## src/rtl/core/csc_pkg.sv

```systemverilog
// ----------------------------------------------------------------------------
// csc_pkg
// Shared types and constants for the chunk stream counter.
// ----------------------------------------------------------------------------
package csc_pkg;

  // Width of the internal chunk counters; results show the low 16 bits.
  localparam int unsigned COUNT_WIDTH = 16;

  localparam int unsigned HDR_BYTES    = 6;
  localparam int unsigned OUT_TDATA_W  = 40;

  localparam logic [15:0] ID_MAIN     = 16'h4D4D;
  localparam logic [15:0] ID_EDITOR   = 16'h3D3D;
  localparam logic [15:0] ID_MATERIAL = 16'hAFFF;
  localparam logic [15:0] ID_OBJECT   = 16'h4000;
  localparam logic [15:0] ID_MESH     = 16'h4100;

  typedef enum logic [1:0] {
    PH_HEADER = 2'd0,
    PH_NAME   = 2'd1,
    PH_BODY   = 2'd2,
    PH_BAD    = 2'd3
  } phase_t;

  typedef enum logic [1:0] {
    ST_CLEAN     = 2'd0,
    ST_IN_HEADER = 2'd1,
    ST_IN_BODY   = 2'd2,
    ST_MALFORMED = 2'd3
  } end_status_t;

  // One result beat, last member in the lowest bits.
  typedef struct packed {
    end_status_t end_status;
    logic [15:0] mesh_count;
    logic [15:0] material_count;
  } result_t;

endpackage

```

## src/rtl/core/chunk_stream_counter_unit.sv

```systemverilog
// ----------------------------------------------------------------------------
// chunk_stream_counter_unit
// Byte-serial walker for a chunked model file that counts material and
// mesh chunks and reports the counts and an end status on the last byte.
// ----------------------------------------------------------------------------
//
//  Channel | Direction | Beat content
//  --------+-----------+------------------------------------------------------
//  in_     | slave     | one file byte; tlast marks the final byte of the file
//  out_    | master    | counts and end status, one beat per file
//
// Every byte beat is absorbed in the cycle it is accepted, so the input side
// takes one beat per clock. A result is registered in the output register or,
// while that register stays full, in the skid. Two result slots (output
// register plus skid) keep in_tready high while a single result waits;
// in_tready drops only when both slots hold results. rst_n is synchronous
// and active low; it clears the walker state and empties both result slots.
//
module chunk_stream_counter_unit
  import csc_pkg::*;
(
  input  logic                   clk,
  input  logic                   rst_n,
  input  logic                   in_tvalid,
  output logic                   in_tready,
  input  logic [7:0]             in_tdata,   // [7:0] data_byte
  input  logic                   in_tlast,   // last_byte
  output logic                   out_tvalid,
  input  logic                   out_tready,
  // [15:0] material_count, [31:16] mesh_count, [33:32] end_status, rest zero
  output logic [OUT_TDATA_W-1:0] out_tdata
);

  // Walker state.
  phase_t                 phase_r, phase_nxt;
  logic [2:0]             hdr_idx_r, hdr_idx_nxt;
  logic [39:0]            hdr_shift_r, hdr_shift_nxt;   // first five header bytes
  logic [31:0]            skip_r, skip_nxt;
  logic [COUNT_WIDTH-1:0] mat_cnt_r, mat_cnt_nxt;
  logic [COUNT_WIDTH-1:0] mesh_cnt_r, mesh_cnt_nxt;

  // Result slots.
  logic    out_valid_r, out_valid_nxt;
  result_t out_data_r, out_data_nxt;
  logic    skid_valid_r, skid_valid_nxt;
  result_t skid_data_r, skid_data_nxt;

  logic        beat_acc;
  logic        res_acc;
  logic        out_take;
  logic [15:0] hdr_id;
  logic [31:0] hdr_len;
  logic [31:0] len_rem;
  logic        len_short;
  logic [31:0] mat_ext;
  logic [31:0] mesh_ext;
  end_status_t status;
  result_t     res_data;

  assign in_tready = !skid_valid_r;
  assign beat_acc  = in_tvalid && in_tready;
  assign res_acc   = beat_acc && in_tlast;
  assign out_take  = out_valid_r && out_tready;

  // The sixth header byte is used straight from the input.
  assign hdr_id    = hdr_shift_r[15:0];
  assign hdr_len   = {in_tdata, hdr_shift_r[39:16]};
  assign len_short = hdr_len < 32'(HDR_BYTES);
  assign len_rem   = hdr_len - 32'(HDR_BYTES);

  // Walker next state for one accepted byte.
  always_comb begin
    phase_nxt     = phase_r;
    hdr_idx_nxt   = hdr_idx_r;
    hdr_shift_nxt = hdr_shift_r;
    skip_nxt      = skip_r;
    mat_cnt_nxt   = mat_cnt_r;
    mesh_cnt_nxt  = mesh_cnt_r;

    unique case (phase_r)
      PH_HEADER: begin
        if (hdr_idx_r == 3'(HDR_BYTES - 1)) begin
          hdr_idx_nxt   = '0;
          hdr_shift_nxt = '0;
          priority if (hdr_id == ID_MAIN || hdr_id == ID_EDITOR) begin
            phase_nxt = PH_HEADER;
          end else if (hdr_id == ID_OBJECT) begin
            phase_nxt = PH_NAME;
          end else begin
            if (hdr_id == ID_MATERIAL) begin
              mat_cnt_nxt = mat_cnt_r + 1'b1;
            end
            if (hdr_id == ID_MESH) begin
              mesh_cnt_nxt = mesh_cnt_r + 1'b1;
            end
            // A length below the header size can never be walked past.
            if (len_short) begin
              phase_nxt = PH_BAD;
            end else begin
              skip_nxt  = len_rem;
              phase_nxt = (len_rem != '0) ? PH_BODY : PH_HEADER;
            end
          end
        end else begin
          hdr_shift_nxt[8*hdr_idx_r +: 8] = in_tdata;
          hdr_idx_nxt                     = hdr_idx_r + 3'd1;
        end
      end
      PH_NAME: begin
        if (in_tdata == 8'h00) begin
          phase_nxt = PH_HEADER;
        end
      end
      PH_BODY: begin
        // The body phase is only entered with a nonzero count.
        skip_nxt = skip_r - 32'd1;
        if (skip_r == 32'd1) begin
          phase_nxt = PH_HEADER;
        end
      end
      PH_BAD: begin
        phase_nxt = PH_BAD;
      end
      default: begin
        phase_nxt = PH_BAD;
      end
    endcase
  end

  // End status taken from the state after the last byte.
  always_comb begin
    unique case (phase_nxt)
      PH_HEADER: status = (hdr_idx_nxt == '0) ? ST_CLEAN : ST_IN_HEADER;
      PH_NAME:   status = ST_IN_BODY;
      PH_BODY:   status = ST_IN_BODY;
      PH_BAD:    status = ST_MALFORMED;
      default:   status = ST_MALFORMED;
    endcase
  end

  assign mat_ext  = 32'(mat_cnt_nxt);
  assign mesh_ext = 32'(mesh_cnt_nxt);

  always_comb begin
    res_data.end_status     = status;
    res_data.mesh_count     = mesh_ext[15:0];
    res_data.material_count = mat_ext[15:0];
  end

  // Result slots: a new result goes to the output register when it is free
  // (or being emptied), else into the skid register.
  always_comb begin
    out_valid_nxt  = out_valid_r;
    out_data_nxt   = out_data_r;
    skid_valid_nxt = skid_valid_r;
    skid_data_nxt  = skid_data_r;
    if (out_take) begin
      if (skid_valid_r) begin
        out_data_nxt   = skid_data_r;
        skid_valid_nxt = 1'b0;
      end else begin
        out_valid_nxt = 1'b0;
      end
    end
    if (res_acc) begin
      if (!out_valid_nxt) begin
        out_valid_nxt = 1'b1;
        out_data_nxt  = res_data;
      end else begin
        skid_valid_nxt = 1'b1;
        skid_data_nxt  = res_data;
      end
    end
  end

  always_ff @(posedge clk) begin
    if (!rst_n) begin
      phase_r      <= PH_HEADER;
      hdr_idx_r    <= '0;
      hdr_shift_r  <= '0;
      skip_r       <= '0;
      mat_cnt_r    <= '0;
      mesh_cnt_r   <= '0;
      out_valid_r  <= 1'b0;
      skid_valid_r <= 1'b0;
    end else begin
      out_valid_r  <= out_valid_nxt;
      skid_valid_r <= skid_valid_nxt;
      if (res_acc) begin
        // The walker starts over for the next file.
        phase_r     <= PH_HEADER;
        hdr_idx_r   <= '0;
        hdr_shift_r <= '0;
        skip_r      <= '0;
        mat_cnt_r   <= '0;
        mesh_cnt_r  <= '0;
      end else if (beat_acc) begin
        phase_r     <= phase_nxt;
        hdr_idx_r   <= hdr_idx_nxt;
        hdr_shift_r <= hdr_shift_nxt;
        skip_r      <= skip_nxt;
        mat_cnt_r   <= mat_cnt_nxt;
        mesh_cnt_r  <= mesh_cnt_nxt;
      end
    end
  end

  always_ff @(posedge clk) begin
    out_data_r  <= out_data_nxt;
    skid_data_r <= skid_data_nxt;
  end

  assign out_tvalid = out_valid_r;
  assign out_tdata  = OUT_TDATA_W'(out_data_r);

endmodule

```

## config.mk

```make
export PLATFORM = sky130hd
export DESIGN_NAME = chunk_stream_counter_unit
export DESIGN_NICKNAME = d
export VERILOG_FILES = /design/src/rtl/core/csc_pkg.sv /design/src/rtl/core/chunk_stream_counter_unit.sv
export SDC_FILE = /design/constraint.sdc
export NUM_CORES = 1
export LEC_CHECK = 0
export BUFFER_PORTS_ARGS = -buffer_cell sky130_fd_sc_hd__clkbuf_2
export CAP_MARGIN = 20
export CORE_MARGIN = 1.5
export CORE_UTILIZATION = 51
export DETAILED_ROUTE_END_ITERATION = 10
export HOLD_SLACK_MARGIN = 0.1
export PLACE_DENSITY = 0.71
export SLEW_MARGIN = 20
export SYNTH_ARGS = -nofsm -noshare
export SYNTH_HDL_FRONTEND = slang
export SYNTH_SLANG_ARGS = --single-unit
```

## constraint.sdc

```tcl
create_clock -name clk -period 6.6 [get_ports clk]
set_clock_uncertainty 0.15 [all_clocks]
set_input_delay 0.33 -clock clk [delete_from_list [all_inputs] [get_ports clk]]
set_output_delay 0.33 -clock clk [all_outputs]
set_load 0.1 [all_outputs]
```

==> summary.md <==
| Metric | Value |
|---|---|
| Status | finished clean |
| Most common cell in the netlist | dfxtp_1 |
| Flop2flop setup slack | 3.24 ns |
| FILL cells | 1703 |
| Critical Path RT | between 6 and 7 ns |
| Top cell types by occurrence after synthesis | 145 x dfxtp_1, 121 x nor2_1, 116 x nand2_1 |
| Avg WL per Cell | 16.6 um |
| Starting DRC count in detailed routing | between 800 and 900 |
| Ys flop type | dfxtp_1 |
| Yosys top cell area share | 0.296 |
| Place WS | 3.26 ns |
| Largest net degree at the start of global routing | 94 |
| Final period util | 0.509 |
| P_leak | 4.32 nW |
| FF-to-FF path depth | 8 |
| Top Layer Used | met4 |
| Post-synthesis register bit count | between 150 and 200 |
| Postcts setup bufs | 0 |
| Vias | 8482 |
| Synthesized instance count | 1162 |
| DR DRC count | 0 |
| Final setup TNS | 0 ns |
| Length of routed met3 wiring | 1040 um |
| Tot GR Track Use | 0.238 |
| Final nets | between 1000 and 1500 |
| Final hold viol count | 0 |
| CP arrival | roughly 3.4 ns |
| Final Util | 0.569 |
| Final WS setup | 3.24 ns |
| Synth area leaders | dfxtp_1 30%, edfxtp_1 10%, nor2_1 4.6% |
| FFs w/ async S/R, synth | 0 |
| First-pass detailed-route iteration total | 5 |
| Proportion of layout cells with a drive suffix above 1 | 0.111 |
| Clk root buf | clkbuf_16 |
| WL met2 | 10400 um |
| Cell Rows | 50 |
| Clock slew seen by the registers of the worst setup and hold paths | 0.07 ns |
| Yosys warnings | 0 |
| CP max-delay cell | nand3_1 |
| Crit path largest cell delay | 0.49 ns |
| Antenna diodes | 0 |
| Top delay family on crit path | simple AND/OR/NAND/NOR gates |
| First-pass GRT wire length | 38700 um |
| EDFF count, synth | 34 |
| Clk buf depth | 2 |
| Vert. Die Dim | roughly 140 um |
| RSZ-0062 raised after global routing | false |
| Hold_sp | in_tdata[5] |
| Minimum clock period | between 3 and 4 ns |
| I/O Buffers | 48 |
| Vias/cell | 6.02 |
| Num ports | 55 |
| Initial antenna violation count | 0 |
| Initial core utilization | 0.523 |
| Worst-Margin Slew | 1.07 ns |
| Leading area contributor after synthesis | dfxtp_1 |
| MaxCap Viol Count | 0 |
| CP bufs+invs | 0 |
| Crit-path cells | ha_1 -> nor4_4 -> nand3_1 -> or3_1 -> xnor2_1 -> nor3b_1 -> o2111ai_1 -> a21o_1 |
| Syn-to-layout area delta | 8.84% |
| Pwr/cell area | 224 mW/mm2 |
| RR Startpoint | hdr_shift_r[17]$_SDFFE_PP0P_ |
| Syn avg cell area | 8.44 um2 |
| Pins over their slew limit | 0 |
| Yosys cell types | slightly above 80 |
| Die area | 0.0201 mm2 |
| Clock insertion delay at the later pin of the skew report | 0.45 ns |
| Total wire length | 23400 um |
| Detailed Place HPWL | about 16000 um |
| Top fanout value on the critical path | 16 |
| CTS Buf Count | 17 |
| Synth Cell Area | 0.00981 mm2 |
| Hold endpoint | hdr_shift_r[5]$_SDFFE_PP0P_ |
| CTS tree | done |
| Crit Reg-Reg Endpoint | skid_data_r[33]$_DFFE_PP_ |
| CTS sink cnt | 179 |
| Core area | 0.0188 mm2 |
| Overflow after GRT | 0 |
| Crit. End Element | register |
| Wire length on met1 | 11600 um |
| H-tree Lvls | 4 |
| Final setup viols | 0 |
| CP Class | reg -> reg |
| DRT antenna net count | 0 |
| Hold WC Path Type | in -> reg |
| Peak Freq | 0.298 GHz |
| Gpl congestion | 0.895 |
| Seq/Total Area, Yosys | 0.400 |
| Slew headroom | 0.287 |
| Number of global-route vias before repair | 7543 |
| Hold Crit Depth | 3 |
| Crit start category | register |
| Die W | 142 um |
| Worst VDD drop | 0.188 mV |
-- how the worst max path moves through the flow --
| stage | from | endpoint | slack [ns] | depth (start not counted) |
|---|---|---|---|---|
| after floorplan | out_tvalid$_SDFF_PN0_ | skid_data_r[0]$_DFFE_PP_ | 3.30 | 3 |
| after global placement | hdr_shift_r[17]$_SDFFE_PP0P_ | skid_data_r[33]$_DFFE_PP_ | 3.34 | 8 |
| after detailed placement | hdr_shift_r[17]$_SDFFE_PP0P_ | skid_data_r[33]$_DFFE_PP_ | 3.26 | 8 |
| after CTS | hdr_shift_r[17]$_SDFFE_PP0P_ | skid_data_r[33]$_DFFE_PP_ | 3.25 | 8 |
| after global routing | hdr_shift_r[17]$_SDFFE_PP0P_ | skid_data_r[33]$_DFFE_PP_ | 3.01 | 8 |
| final | hdr_shift_r[17]$_SDFFE_PP0P_ | skid_data_r[33]$_DFFE_PP_ | 3.24 | 8 |
-- flip-flops by register name, summed over array words and instances (netlist names) --
register	flops
phase_r	2
mesh_cnt_r	16
skid_data_r	34
skid_valid_r	1
skip_r	32
out_tvalid	1
hdr_idx_r	3
hdr_shift_r	40
mat_cnt_r	16
out_tdata	34
-- cell families after synthesis --
logic type | after synthesis | synth area share
and+or+nand+nor | 509 | 0.267
AOI/OAI and AO/OA | 244 | 0.160
DFF | 179 | 0.400
buffers and inverters | 105 | 0.0533
xor gates and xnor gates | 78 | 0.0696
muxes | 37 | 0.0380
adders and majority gates | 9 | 0.0115
other | 1 | 0.000382
-- layout by cell type, fill, tap and decap left out, types with 21 or more instances in the layout --
cell	count
nand2_1	115
a21o_1	23
xnor2_1	42
nand4_1	24
a21oi_1	85
nor4_1	40
xor2_1	36
inv_1	21
edfxtp_1	34
nor3_1	54
nand3_1	63
o21ai_0	45
clkbuf_2	48
dfxtp_1	145
nor2_1	120
mux2i_1	35
-- where the power goes --
part	internal, W	leakage, nW	total [W]	switching (W)
Sequential	0.00112	1.55	0.00114	0.0000118
Combinational	0.0000429	2.46	0.000214	0.000171
Clock	0.000547	0.298	0.00105	0.000500
Total	0.00171	4.32	0.00240	0.000683
-- worst reg2reg max path: stages (launching register included) --
cell and delay [ns]:
dfxtp_1 0.39, ha_1 0.34, nor4_4 0.32, nand3_1 0.49
or3_1 0.49, xnor2_1 0.16, nor3b_1 0.23, o2111ai_1 0.29
a21o_1 0.25
-- area by class of cell --
type,count,area [um2],share of cell area
inverter,21,78.8,0.00738
sequential,179,3920,0.367
clock inverter,15,185,0.0173
timing repair buffer,60,335,0.0314
tap,234,293,0.0274
clock buffer,17,425,0.0398
multi-input combinational,883,5440,0.509
-- metrics by stage --
| step | cell area [um2] | power, W | std cells | hold slack [ns] |
|---|---|---|---|---|
| 5_1_grt | 10700 | 0.00247 | 1409 | 0.164 |
| 2_1_floorplan | 9830 | 0.00133 | 1167 | 0.281 |
| 3_3_place_gp | 10000 | 0.00137 | 1373 | 0.295 |
| 3_5_place_dp | 10000 | 0.00137 | 1374 | 0.307 |
| 6_report | 10700 | 0.00240 | 1409 | 0.145 |
| 4_1_cts | 10700 | 0.00241 | 1409 | 0.133 |
-- metal layers --
layer,up-vias,track usage
met2,216,0.366
li1,4210,-
met3,29,0.0375
met1,4027,0.347
met5,-,0
met4,0,0.0667
-- timing repair --
action,4_1_cts,5_1_grt
resized for setup,0,0
endpoints found under the hold margin,10,0
hold buffers,3,0
(Power assumes the default switching activity.)
